`src/hdl/glyph_cache_fifo_byte_budget_assert.svh`:
```
// assertion macros for the glyph cache
`ifndef GLYPH_CACHE_FIFO_BYTE_BUDGET_ASSERT_SVH
`define GLYPH_CACHE_FIFO_BYTE_BUDGET_ASSERT_SVH
`ifndef SYNTH
`define GCFB_ASSERT(label, cond, msg) \
  label: assert property (@(posedge clk) disable iff (!rst_n) (cond)) else $error(msg);
`define GCFB_ASSERT_NEXT(label, ante, cons, msg) \
  label: assert property (@(posedge clk) disable iff (!rst_n) (ante) |=> (cons)) \
    else $error(msg);
`else
`define GCFB_ASSERT(label, cond, msg)
`define GCFB_ASSERT_NEXT(label, ante, cons, msg)
`endif
`endif

```
`src/hdl/gcfb_pkg.sv`:
```
// package with types, codes and defaults of the glyph cache
`timescale 1ns / 1ps
package gcfb_pkg;
  localparam int SLOTS_DEFAULT = 16;
  localparam logic [23:0] BUDGET_RESET = 24'd65536;

  localparam logic CMD_LOOKUP = 1'b0;
  localparam logic CMD_INSERT = 1'b1;

  localparam logic KIND_NOTICE = 1'b0;
  localparam logic KIND_FINAL = 1'b1;

  localparam logic [1:0] ST_OK = 2'd0;
  localparam logic [1:0] ST_NOT_FOUND = 2'd1;
  localparam logic [1:0] ST_NO_ROOM = 2'd2;

  typedef struct packed {
    logic [31:0] owner;
    logic [20:0] codepoint;
    logic [31:0] handle;
    logic [15:0] length;
    logic [31:0] stamp;
  } slot_t;

  typedef struct packed {
    logic key_eq;
    logic stamp_lt;
    logic fits;
  } cmp_res_t;

  typedef enum logic [3:0] {
    S_IDLE,
    S_LK_RD,
    S_LK_CMP,
    S_FREE,
    S_OLD_RD,
    S_OLD_CMP,
    S_EV_RD,
    S_EV_DAT,
    S_EV_CHK,
    S_WR,
    S_EMIT
  } state_t;
endpackage

```
`src/hdl/gcfb_cmp.sv`:
```
// shared compare unit: key match, stamp order and budget fit
`timescale 1ns / 1ps
module gcfb_cmp import gcfb_pkg::*; (
  input  logic [31:0] key_owner,
  input  logic [20:0] key_codepoint,
  input  slot_t       entry,
  input  logic [31:0] min_stamp,
  input  logic [23:0] bytes_used,
  input  logic [15:0] req_length,
  input  logic [23:0] budget,
  output cmp_res_t    res
);
  always_comb begin
    res.key_eq = (entry.owner == key_owner) && (entry.codepoint == key_codepoint);
    res.stamp_lt = entry.stamp < min_stamp;
    res.fits = ({1'b0, bytes_used} + {9'd0, req_length}) <= {1'b0, budget};
  end
endmodule

```
`src/hdl/gcfb_slot_mem.sv`:
```
// slot table memory, one write and one registered read port
`timescale 1ns / 1ps
module gcfb_slot_mem import gcfb_pkg::*; #(
  parameter int SLOTS = SLOTS_DEFAULT,
  localparam int IW = (SLOTS > 1) ? $clog2(SLOTS) : 1
) (
  input  logic          clk,
  input  logic          we,
  input  logic [IW-1:0] waddr,
  input  slot_t         wdata,
  input  logic [IW-1:0] raddr,
  output slot_t         rdata
);
  slot_t mem [SLOTS];
  slot_t rdata_r;

  always_ff @(posedge clk) begin
    if (we) begin
      mem[waddr] <= wdata;
    end
    rdata_r <= mem[raddr];
  end

  assign rdata = rdata_r;
endmodule

```
`src/hdl/glyph_cache_fifo_byte_budget.sv`:
```
// top level: glyph cache with insertion order replacement under a byte budget
//
// channel  dir  handshake          payload
// in       in   in_valid/in_stall  cmd, owner_id, codepoint, bitmap_handle, byte_length
// out      out  out_valid/out_stall kind, status, handle, length, stamp, occupied, last
// cfg      in   cfg_valid/cfg_ready byte_budget (24 bits)
//
// lookup: each slot scanned is read from the slot memory (S_LK_RD), then compared (S_LK_CMP)
// insert: free slot scan, each eviction an oldest stamp scan, a read and a notice, plus the write
// a request takes no new transaction until its final result is in the output register
// output stall only holds the sequencer at each result load
// synchronous active low reset clears valid bits, byte and slot counts, presets stamp and budget; no clearing pass
`timescale 1ns / 1ps
module glyph_cache_fifo_byte_budget import gcfb_pkg::*; #(
  parameter int SLOTS = SLOTS_DEFAULT,
  localparam int IW = (SLOTS > 1) ? $clog2(SLOTS) : 1,
  localparam int CW = $clog2(SLOTS + 1)
) (
  input  logic          clk,
  input  logic          rst_n,
  input  logic          in_valid,
  output logic          in_stall,
  input  logic          in_cmd,
  input  logic [31:0]   in_owner_id,
  input  logic [20:0]   in_codepoint,
  input  logic [31:0]   in_bitmap_handle,
  input  logic [15:0]   in_byte_length,
  output logic          out_valid,
  input  logic          out_stall,
  output logic          out_kind,
  output logic [1:0]    out_status,
  output logic [31:0]   out_handle_out,
  output logic [15:0]   out_length_out,
  output logic [31:0]   out_stamp_out,
  output logic [CW-1:0] out_occupied_out,
  output logic          out_last,
  input  logic          cfg_valid,
  output logic          cfg_ready,
  input  logic [23:0]   cfg_data
);
`include "glyph_cache_fifo_byte_budget_assert.svh"

  localparam logic [IW-1:0] LAST_IDX = IW'(SLOTS - 1);

  state_t state_r, state_nxt, ret_r, ret_nxt;
  logic [SLOTS-1:0] valid_r, valid_nxt;
  logic [23:0] budget_r, bytes_r, bytes_nxt;
  logic [CW-1:0] occ_r, occ_nxt;
  logic [31:0] next_stamp_r, next_stamp_nxt;
  logic [IW-1:0] idx_r, idx_nxt, old_r, old_nxt;
  logic have_r, have_nxt;
  logic [31:0] min_r, min_nxt;
  logic [31:0] owner_r, owner_nxt, hdl_r, hdl_nxt;
  logic [20:0] cp_r, cp_nxt;
  logic [15:0] len_r, len_nxt;
  logic res_kind_r, res_kind_nxt;
  logic [1:0] res_status_r, res_status_nxt;
  logic [31:0] res_handle_r, res_handle_nxt, res_stamp_r, res_stamp_nxt;
  logic [15:0] res_length_r, res_length_nxt;
  logic out_valid_r, out_valid_nxt;
  logic out_kind_r, out_last_r;
  logic [1:0] out_status_r;
  logic [31:0] out_handle_r, out_stamp_r;
  logic [15:0] out_length_r;
  logic [CW-1:0] out_occ_r;
  logic load_out;
  logic in_acc;
  logic mem_we;
  slot_t mem_wdata, mem_rdata;
  cmp_res_t cmp;

  gcfb_slot_mem #(.SLOTS(SLOTS)) u_mem (
    .clk(clk), .we(mem_we), .waddr(idx_r), .wdata(mem_wdata),
    .raddr(idx_r), .rdata(mem_rdata)
  );

  gcfb_cmp u_cmp (
    .key_owner(owner_r), .key_codepoint(cp_r), .entry(mem_rdata), .min_stamp(min_r),
    .bytes_used(bytes_r), .req_length(len_r), .budget(budget_r), .res(cmp)
  );

  assign in_stall = (state_r != S_IDLE);
  assign in_acc = in_valid && !in_stall;
  assign cfg_ready = 1'b1;
  assign load_out = (state_r == S_EMIT) && (!out_valid_r || !out_stall);

  always_comb begin
    state_nxt = state_r;
    unique case (state_r)
      S_IDLE: begin
        if (in_acc) begin
          state_nxt = (in_cmd == CMD_INSERT) ? S_FREE : S_LK_RD;
        end
      end
      S_LK_RD: state_nxt = S_LK_CMP;
      S_LK_CMP: begin
        if ((valid_r[idx_r] && cmp.key_eq) || idx_r == LAST_IDX) begin
          state_nxt = S_EMIT;
        end else begin
          state_nxt = S_LK_RD;
        end
      end
      S_FREE: begin
        if (!valid_r[idx_r]) begin
          state_nxt = cmp.fits ? S_WR : S_OLD_RD;
        end else if (idx_r == LAST_IDX) begin
          state_nxt = S_OLD_RD;
        end
      end
      S_OLD_RD: state_nxt = S_OLD_CMP;
      S_OLD_CMP: begin
        if (idx_r == LAST_IDX) begin
          state_nxt = have_nxt ? S_EV_RD : S_EMIT;
        end else begin
          state_nxt = S_OLD_RD;
        end
      end
      S_EV_RD: state_nxt = S_EV_DAT;
      S_EV_DAT: state_nxt = S_EMIT;
      S_EV_CHK: state_nxt = cmp.fits ? S_WR : S_OLD_RD;
      S_WR: state_nxt = S_EMIT;
      S_EMIT: begin
        if (load_out) begin
          state_nxt = ret_r;
        end
      end
      default: state_nxt = S_IDLE;
    endcase
  end

  always_comb begin
    ret_nxt = ret_r;
    valid_nxt = valid_r;
    bytes_nxt = bytes_r;
    occ_nxt = occ_r;
    next_stamp_nxt = next_stamp_r;
    idx_nxt = idx_r;
    old_nxt = old_r;
    have_nxt = have_r;
    min_nxt = min_r;
    owner_nxt = owner_r;
    hdl_nxt = hdl_r;
    cp_nxt = cp_r;
    len_nxt = len_r;
    res_kind_nxt = res_kind_r;
    res_status_nxt = res_status_r;
    res_handle_nxt = res_handle_r;
    res_length_nxt = res_length_r;
    res_stamp_nxt = res_stamp_r;
    mem_we = 1'b0;
    mem_wdata = '{owner: owner_r, codepoint: cp_r, handle: hdl_r, length: len_r,
                  stamp: next_stamp_r};
    unique case (state_r)
      S_IDLE: begin
        if (in_acc) begin
          owner_nxt = in_owner_id;
          cp_nxt = in_codepoint;
          hdl_nxt = in_bitmap_handle;
          len_nxt = in_byte_length;
          idx_nxt = '0;
          have_nxt = 1'b0;
        end
      end
      S_LK_RD: ;
      S_LK_CMP: begin
        ret_nxt = S_IDLE;
        res_kind_nxt = KIND_FINAL;
        if (valid_r[idx_r] && cmp.key_eq) begin
          res_status_nxt = ST_OK;
          res_handle_nxt = mem_rdata.handle;
          res_length_nxt = mem_rdata.length;
          res_stamp_nxt = mem_rdata.stamp;
        end else if (idx_r == LAST_IDX) begin
          res_status_nxt = ST_NOT_FOUND;
          res_handle_nxt = '0;
          res_length_nxt = '0;
          res_stamp_nxt = '0;
        end else begin
          idx_nxt = idx_r + 1'b1;
        end
      end
      S_FREE: begin
        if (!valid_r[idx_r]) begin
          if (!cmp.fits) begin
            idx_nxt = '0;
            have_nxt = 1'b0;
          end
        end else if (idx_r == LAST_IDX) begin
          idx_nxt = '0;
          have_nxt = 1'b0;
        end else begin
          idx_nxt = idx_r + 1'b1;
        end
      end
      S_OLD_RD: ;
      S_OLD_CMP: begin
        if (valid_r[idx_r] && (!have_r || cmp.stamp_lt)) begin
          have_nxt = 1'b1;
          old_nxt = idx_r;
          min_nxt = mem_rdata.stamp;
        end
        if (idx_r == LAST_IDX) begin
          idx_nxt = old_nxt;
          ret_nxt = S_IDLE;
          res_kind_nxt = KIND_FINAL;
          res_status_nxt = ST_NO_ROOM;
          res_handle_nxt = '0;
          res_length_nxt = '0;
          res_stamp_nxt = '0;
        end else begin
          idx_nxt = idx_r + 1'b1;
        end
      end
      S_EV_RD: ;
      S_EV_DAT: begin
        valid_nxt[idx_r] = 1'b0;
        bytes_nxt = (bytes_r >= {8'd0, mem_rdata.length}) ?
                    bytes_r - {8'd0, mem_rdata.length} : '0;
        if (occ_r != '0) begin
          occ_nxt = occ_r - 1'b1;
        end
        ret_nxt = S_EV_CHK;
        res_kind_nxt = KIND_NOTICE;
        res_status_nxt = ST_OK;
        res_handle_nxt = mem_rdata.handle;
        res_length_nxt = mem_rdata.length;
        res_stamp_nxt = '0;
      end
      S_EV_CHK: begin
        if (!cmp.fits) begin
          idx_nxt = '0;
          have_nxt = 1'b0;
        end
      end
      S_WR: begin
        mem_we = 1'b1;
        valid_nxt[idx_r] = 1'b1;
        next_stamp_nxt = next_stamp_r + 32'd1;
        bytes_nxt = bytes_r + {8'd0, len_r};
        occ_nxt = occ_r + 1'b1;
        ret_nxt = S_IDLE;
        res_kind_nxt = KIND_FINAL;
        res_status_nxt = ST_OK;
        res_handle_nxt = '0;
        res_length_nxt = '0;
        res_stamp_nxt = '0;
      end
      S_EMIT: ;
      default: ;
    endcase
  end

  always_comb begin
    out_valid_nxt = out_valid_r;
    if (load_out) begin
      out_valid_nxt = 1'b1;
    end else if (!out_stall) begin
      out_valid_nxt = 1'b0;
    end
  end

  always_ff @(posedge clk) begin
    if (!rst_n) begin
      state_r <= S_IDLE;
      ret_r <= S_IDLE;
      valid_r <= '0;
      bytes_r <= '0;
      occ_r <= '0;
      next_stamp_r <= 32'd1;
      budget_r <= BUDGET_RESET;
      have_r <= 1'b0;
      out_valid_r <= 1'b0;
    end else begin
      state_r <= state_nxt;
      ret_r <= ret_nxt;
      valid_r <= valid_nxt;
      bytes_r <= bytes_nxt;
      occ_r <= occ_nxt;
      next_stamp_r <= next_stamp_nxt;
      have_r <= have_nxt;
      out_valid_r <= out_valid_nxt;
      if (cfg_valid && cfg_ready) begin
        budget_r <= cfg_data;
      end
    end
  end

  always_ff @(posedge clk) begin
    idx_r <= idx_nxt;
    old_r <= old_nxt;
    min_r <= min_nxt;
    owner_r <= owner_nxt;
    hdl_r <= hdl_nxt;
    cp_r <= cp_nxt;
    len_r <= len_nxt;
    res_kind_r <= res_kind_nxt;
    res_status_r <= res_status_nxt;
    res_handle_r <= res_handle_nxt;
    res_length_r <= res_length_nxt;
    res_stamp_r <= res_stamp_nxt;
    if (load_out) begin
      out_kind_r <= res_kind_r;
      out_status_r <= res_status_r;
      out_handle_r <= res_handle_r;
      out_length_r <= res_length_r;
      out_stamp_r <= res_stamp_r;
      out_occ_r <= occ_r;
      out_last_r <= res_kind_r;
    end
  end

  assign out_valid = out_valid_r;
  assign out_kind = out_kind_r;
  assign out_status = out_status_r;
  assign out_handle_out = out_handle_r;
  assign out_length_out = out_length_r;
  assign out_stamp_out = out_stamp_r;
  assign out_occupied_out = out_occ_r;
  assign out_last = out_last_r;

  `GCFB_ASSERT(a_occ_bound, occ_r <= CW'(SLOTS), "occupied count above slot count")
  `GCFB_ASSERT(a_occ_matches, $countones(valid_r) == occ_r, "occupied count off valid bits")
  `GCFB_ASSERT_NEXT(a_busy_after_accept, in_acc, state_r != S_IDLE, "idle after accept")
  `GCFB_ASSERT(a_final_is_last, !out_valid_r || (out_kind_r == out_last_r),
               "final flag and kind disagree")
endmodule
```
`config.mk`:
```
export PLATFORM = sky130hd
export DESIGN_NAME = glyph_cache_fifo_byte_budget
export DESIGN_NICKNAME = d
export VERILOG_FILES = /design/src/hdl/gcfb_pkg.sv /design/src/hdl/gcfb_cmp.sv /design/src/hdl/gcfb_slot_mem.sv /design/src/hdl/glyph_cache_fifo_byte_budget.sv
export VERILOG_INCLUDE_DIRS = /design/src /design/src/hdl
export SDC_FILE = /design/constraint.sdc
export NUM_CORES = 2
export LEC_CHECK = 0
export ABC_AREA = 1
export BUFFER_PORTS_ARGS = -buffer_cell sky130_fd_sc_hd__buf_4
export CORE_ASPECT_RATIO = 0.9
export CORE_MARGIN = 1.5
export CORE_UTILIZATION = 30
export CTS_CLUSTER_SIZE = 24
export DETAILED_ROUTE_END_ITERATION = 12
export PLACE_DENSITY = 0.51
export SYNTH_ARGS = -nofsm -noshare
export SYNTH_HDL_FRONTEND = slang
export SYNTH_SLANG_ARGS = --single-unit
```
`constraint.sdc`:
```
create_clock -name clk -period 12.7 [get_ports clk]
set_clock_uncertainty 0.2 [all_clocks]
set_input_delay 3.175 -clock clk [delete_from_list [all_inputs] [get_ports clk]]
set_output_delay 3.175 -clock clk [all_outputs]
set_load 0.01 [all_outputs]
```
; Word level (Yosys, flattened, before mapping)
; Memories as Yosys holds them, arrays and structs flattened. A register that Yosys moved wholly into a read port is not among the register bits.
; Index checks and enable logic that the tools add are counted.
[word_totals]
ff_bits = 423
n_memories = 1
inputBits = 131
word_cells = 151
out_inout_bits = 92
ram_bits = 2128
[memory_table]
columns = memory, words, word_bits, rd, rd_clocked_by_memory_dff, wr, line
row1 = u_mem.mem, 16, 133, 1, 1, 1, gcfb_slot_mem.sv:14  ; slot_t mem [SLOTS];
[op_classes]
magnitude_cmp = 5
eq_ne = 22
muxes = 56
reduce_logical = 30
n_addsub = 7
n_bitwise = 3
[ops]
columns = cell, n
row1 = $mux 32, 4
row2 = $pmux 32 s4, 1
row3 = $pmux 32 s3, 1
row4 = $mux 4, 17
row5 = $pmux 16 s4, 1
row6 = $pmux 24 s2, 1
row7 = $pmux 4 s10, 1
row8 = $add 32x1->32 const B, 1
row9 = $eq 32x32->1, 1
row10 = $lt 32x32->1, 1
row11 = $mux 16, 2
row12 = $pmux 16 s2, 1
row13 = $add 24x16->25, 1
row14 = $le 25x24->1, 1
row15 = $add 24x16->24, 1
row16 = $ge 24x16->1, 1
row17 = $mux 24, 1
row18 = $sub 24x16->24, 1
row19 = $eq 21x21->1, 1
row20 = $pmux 4 s5, 1
row21 = $and 16x16->16, 1
row22 = $eq 4x3->1 const B, 4
row23 = $eq 4x4->1 const B, 4
row24 = $not 16->16, 1
row25 = other kinds (33), 73

; Logic depth before layout (Yosys ltp)
[depth]
word_depth = 8
mapped_depth = 29
mapped_depth_nobuf = 29

; Cells and area by module
; Synthesis repeated with hierarchy kept, for this count alone.
[hier_totals]
hier_cells = 10293
hier_area_um2 = 112166.3
[by_module_without_submodules]
columns = module, cells_each, instances, seq_area_each_um2, area_each_um2
row1 = gcfb_slot_mem, 8097, 1, 66563.8, 91042.3
row2 = glyph_cache_fifo_byte_budget, 1676, 1, 11531.1, 17933.4
row3 = gcfb_cmp, 520, 1, 0.0, 3190.6

; Worst setup path after synthesis
; OpenSTA, ideal clock, no wires.
[synth_path]
path_type = reg2reg
start = reg idx_r[1]
end = mem u_mem.mem[1][0] (netlist name) (enable)
t_arrival_ps = 10733
stages_incl_launch_ff = 9
setup_time_ps = 791
required_time_ps = 11709
slack_ps = 977
n_path_buf = 4
path_cell_list = edfxtp_1 -> buf_2 -> inv_2 -> clkbuf_1 -> buf_2 -> clkbuf_1 -> ha_1 -> inv_1 -> nor3_1
[synth_lines]
columns = item, line
row1 = "start, declared", glyph_cache_fifo_byte_budget.sv:50  ; logic [IW-1:0] idx_r, idx_nxt, old_r, old_nxt;
row2 = "start signal, assigned", glyph_cache_fifo_byte_budget.sv:289  ; idx_r <= idx_nxt;
row3 = "end, declared", gcfb_slot_mem.sv:14
; Straight into the memory's write port.

; Final worst setup path
[layout_path]
start = reg idx_r[0]
end = reg res_length_r[9], data pin
[layout_between]
elab_chain_cells = 5
elab_cells_between_ends = 7
classes_between = eq/ne (1) / mux (5) / reduce/logical (1)
[layout_lines]
columns = item, line
row1 = $bmux 1 s4, glyph_cache_fifo_byte_budget.sv:168  ; if (valid_r[idx_r] && cmp.key_eq) begin
row2 = $mux 1 (implied by the code), glyph_cache_fifo_byte_budget.sv:168
row3 = $logic_and 1x1->1, glyph_cache_fifo_byte_budget.sv:168
row4 = $mux 16, glyph_cache_fifo_byte_budget.sv:168
row5 = $pmux 16 s4 (*), glyph_cache_fifo_byte_budget.sv:153  ; unique case (state_r)
row6 = via res_length_nxt[9], glyph_cache_fifo_byte_budget.sv:59  ; logic [15:0] res_length_r, res_length_nxt;
row7 = "end signal, assigned", glyph_cache_fifo_byte_budget.sv:299  ; res_length_r <= res_length_nxt;
row8 = "end, declared", glyph_cache_fifo_byte_budget.sv:59
; Mark *: on every way through the listed nets, which the timed path passes. The rest lies on a longest branch. The select of a mux whose other input is x is not followed.
; A chain may end at the register's enable or synchronous reset.

==> metrics.txt <==
layout cell share with drive strength beyond 1=8.774%; Die Height=562.4 microns; post-route worst hold slack=238.7 ps; maximum clock path buffer count=4; number of instances in the synthesized netlist=8274; pin count of the biggest net entering global routing=221; pin slew with the least headroom to its limit=1245 ps; antenna violation net count after detailed routing=0; worst-case vdd ir drop=0.3679 mV; Area Overhead vs Synth=14.79%; number of design rule violations left after detail routing=0; Clock Sinks=2681; type of origin of the critical path=flip-flop; final setup violation count=0; Overflow after GRT=0; cell depth of the worst flop-to-flop path=15; vias post-DR=66240; start point of the critical path=idx_r[0]$_DFFE_PP_; clk root buf=sky130_fd_sc_hd__clkbuf_16; type of the worst setup path=reg -> reg; count of unique library cells instantiated by Yosys=51; Max H-tree Level=5; count of fill cells added during filler insertion=33560; EDFF count, synth=2440; total iterations of the first detailed-routing run=5; power per cell area=211.1 nW/um^2; hold violation count in the final report=0; Skew-Pair Late Insertion Delay=860 ps; cell with the largest stage delay on the worst path=sky130_fd_sc_hd__buf_4; cell type contributing the most total cell area after synthesis=sky130_fd_sc_hd__edfxtp_1; proportion of synthesized chip area in sequential cells=74.87%; Rows=205; Most common cell on crit path=sky130_fd_sc_hd__nand2_1; delay of the slowest cell on the worst path=870 ps; endpoint of the worst hold-timing path=out_occupied_out[4]$_DFFE_PP_; total die area=351300 sq um; portion of the clock cycle consumed by the worst path in the final layout=43.28%; cell chain of the critical path=buf_4 > buf_4 > buf_12 > nand2_1 > nand2_1 > nand2_1 > nand2_1 > nand2_1 > inv_1 > nand2_2 > nand3_2 > nor2_4 > buf_4 > nor2_1 > o21ai_0; max-slew violations=0; average cell area after synthesis=12.61 sq um; vias per cell=5.030; worst-case setup slack after placement=6292 ps; weighted congestion reported at the end of routability-driven placement=0.8226; count of max-cap constraint violations=0; shortest period the worst path allows=5497 ps; CTS clock-pin slew for the worst setup and hold paths=60 ps; run status=finished, final reports clean; Final Total Pwr=0.02527 W; wire length per cell=22.46 microns; Buffers on Ports=221; Post-Syn Area=104300 sq um; via count of the first global-routing pass=63570; capturing point of the worst reg2reg path=res_length_r[9]$_DFFE_PP_; Iter 0 DRT Violations=6321; R2R Path Start=idx_r[0]$_DFFE_PP_; CP endpoint kind=flip-flop; crit path setup slack, layout=7203 ps; placed wire-length estimate after detailed placement=146500 microns; commonest cells after routing, fill and taps aside=sky130_fd_sc_hd__edfxtp_1 (2440), sky130_fd_sc_hd__nor2_1 (1288), sky130_fd_sc_hd__o21ai_0 (1198), sky130_fd_sc_hd__nand2_1 (1038), sky130_fd_sc_hd__o22ai_1 (532); synthesized net count=8503; I/O pin total=223; Async S/R FF share, synth=0%; launch point of the worst hold path=occ_r[4]$_SDFFE_PN0P_; crit path buf inv count=5; core footprint=346300 sq um; number of cells on the worst hold path=0; Levels on crit path=15; final cell utilization of the core=34.58%; total CTS buffers=280; starting density of the core=30.12%; global-route wire length before repair=428700 microns; sum of negative setup slack=0 ps; Horiz. Die Dim=624.6 microns; all-layer global routing usage=16.27%; unrepaired setup endpoints after global routing=no; leakage power figure=40.50 nW; clock tree from TritonCTS=yes; Area contributors post-synth=sky130_fd_sc_hd__edfxtp_1 (70%), sky130_fd_sc_hd__o21ai_0 (5.7%), sky130_fd_sc_hd__nor2_1 (4.7%), sky130_fd_sc_hd__dfxtp_1 (4.6%), sky130_fd_sc_hd__nand2_1 (3.7%); worst endpoint required time=13010 ps; reg-to-reg slack, setup=7200 ps; maximum achievable frequency=181.9 MHz; Yosys top cell area share=70.24%; data arrival time of the worst path=5810 ps; number of hold buffers added after cts=0; top fanout value on the critical path=215; primary flip-flop cell chosen by synthesis mapping=sky130_fd_sc_hd__edfxtp_1; layout net count=8619; post-cts gate resize count=0; warning count from the yosys run=0; leading cell type in the layout, fill and taps excluded=sky130_fd_sc_hd__edfxtp_1; path type of the worst min-delay path=reg -> reg; Post-Route WL=295800 microns; kind of cell adding the most delay to the critical path=buffers and inverters; flops & latches, synth=2681; total setup buffers inserted after CTS=0; worst max-slew margin expressed relative to the limit=17.03%; antenna violations before repair=37
-- cells in the mapped netlist (6+ instances only) --
master                        n
sky130_fd_sc_hd__inv_2        7
sky130_fd_sc_hd__dfxtp_1    241
sky130_fd_sc_hd__o22ai_1    532
sky130_fd_sc_hd__nand4_1    158
sky130_fd_sc_hd__o21ai_0   1198
sky130_fd_sc_hd__a31oi_1     26
sky130_fd_sc_hd__o21a_1       7
sky130_fd_sc_hd__inv_1      302
sky130_fd_sc_hd__clkbuf_1   423
sky130_fd_sc_hd__nor2_1    1306
sky130_fd_sc_hd__a21oi_1    118
sky130_fd_sc_hd__buf_1       23
sky130_fd_sc_hd__or2_2       12
sky130_fd_sc_hd__nor4_1       6
sky130_fd_sc_hd__nor2_2       7
sky130_fd_sc_hd__nor3_1      19
sky130_fd_sc_hd__a21o_1      10
sky130_fd_sc_hd__nand3_1    157
sky130_fd_sc_hd__edfxtp_1  2440
sky130_fd_sc_hd__buf_2       21
sky130_fd_sc_hd__xnor2_1     10
sky130_fd_sc_hd__buf_4       12
sky130_fd_sc_hd__ha_1        95
sky130_fd_sc_hd__xor2_1      46
sky130_fd_sc_hd__nand2_1   1040
sky130_fd_sc_hd__o21ai_1     11
-- cell type report --
cell class / instances / area [sq um] / share of cell area, %
flip-flops and latches: 2681 / 78090 / 65.22
multi-input cells: 4804 / 23370 / 19.52
clock buffers: 410 / 7945 / 6.635
well taps: 4554 / 5698 / 4.759
repair buffers: 313 / 2600 / 2.171
inverters: 310 / 1187 / 0.9916
clock inverters: 87 / 817.0 / 0.6823
diodes: 10 / 25.02 / 0.02090
-- cells by family (layout without fill, tap and decap cells) --
| group | Yosys count | in the layout | share of synthesized area [%] |
|---|---|---|---|
| simple gates | 2729 | 2729 | 10.58 |
| flops | 2681 | 2681 | 74.87 |
| compound gates | 1920 | 1920 | 9.976 |
| buf+inv | 789 | 1120 | 2.908 |
| fa+ha+maj | 98 | 98 | 1.197 |
| xor+xnor | 56 | 56 | 0.4702 |
| other cells | 1 | 11 | 0.003595 |
-- where the power goes --
group | total (W) | leakage (nW) | switching, W | internal, W
logic | 0.00621 | 11.6 | 0.00445 | 0.00177
registers | 0.0111 | 24.6 | 0.000621 | 0.0105
clock network | 0.00794 | 4.27 | 0.00335 | 0.00459
total | 0.0253 | 40.5 | 0.00842 | 0.0169
-- registers in the layout, indices dropped and copies added (netlist names), 16 cells and up, named ones only --
register / count
budget_r: 24
bytes_r: 24
cp_r: 21
hdl_r: 32
len_r: 16
min_r: 32
next_stamp_r: 32
out_handle_out: 32
out_length_out: 16
out_stamp_out: 32
owner_r: 32
res_handle_r: 32
res_length_r: 16
res_stamp_r: 32
u_mem.mem: 2128
u_mem.rdata: 133
-- per-layer routing --
| metal | global-route usage, % | part of all wire [%] |
|---|---|---|
| met2 | 25.58 | 45 |
| met5 | 0 | 0.011 |
| met3 | 2.345 | 6.4 |
| met1 | 23.26 | 45 |
| met4 | 4.954 | 2.9 |
-- how the worst max path moves through the flow --
| stage | endpoint | slack [ps] |
|---|---|---|
| finish | res_length_r[9]$_DFFE_PP_ | 7200 |
| global route | res_length_r[10]$_DFFE_PP_ | 6750 |
| CTS | res_length_r[9]$_DFFE_PP_ | 7050 |
| detailed placement | owner_r[22]$_DFFE_PP_ | 6290 |
| global placement | owner_r[21]$_DFFE_PP_ | 6310 |
| floorplan | u_mem.mem[1][0]$_DFFE_PP_ | 980 |
-- per-stage QoR --
| stage | std cells | instance area, sq um |
|---|---|---|
| final | 13170 | 119700 |
| after global routing | 13160 | 119700 |
| after CTS | 13160 | 119700 |
| after detailed placement | 12660 | 111000 |
| after global placement | 12660 | 111000 |
| after floorplan | 8274 | 104300 |
-- worst reg2reg max path: stages (launching register included) --
cell and delay, ps:
sky130_fd_sc_hd__edfxtp_1 450, sky130_fd_sc_hd__buf_4 610, sky130_fd_sc_hd__buf_4 870, sky130_fd_sc_hd__buf_12 600, sky130_fd_sc_hd__nand2_1 210, sky130_fd_sc_hd__nand2_1 110, sky130_fd_sc_hd__nand2_1 50, sky130_fd_sc_hd__nand2_1 60
sky130_fd_sc_hd__nand2_1 100, sky130_fd_sc_hd__inv_1 80, sky130_fd_sc_hd__nand2_2 130, sky130_fd_sc_hd__nand3_2 160, sky130_fd_sc_hd__nor2_4 170, sky130_fd_sc_hd__buf_4 340, sky130_fd_sc_hd__nor2_1 800, sky130_fd_sc_hd__o21ai_0 220
Note: power is estimated with default switching activity, not from simulation.
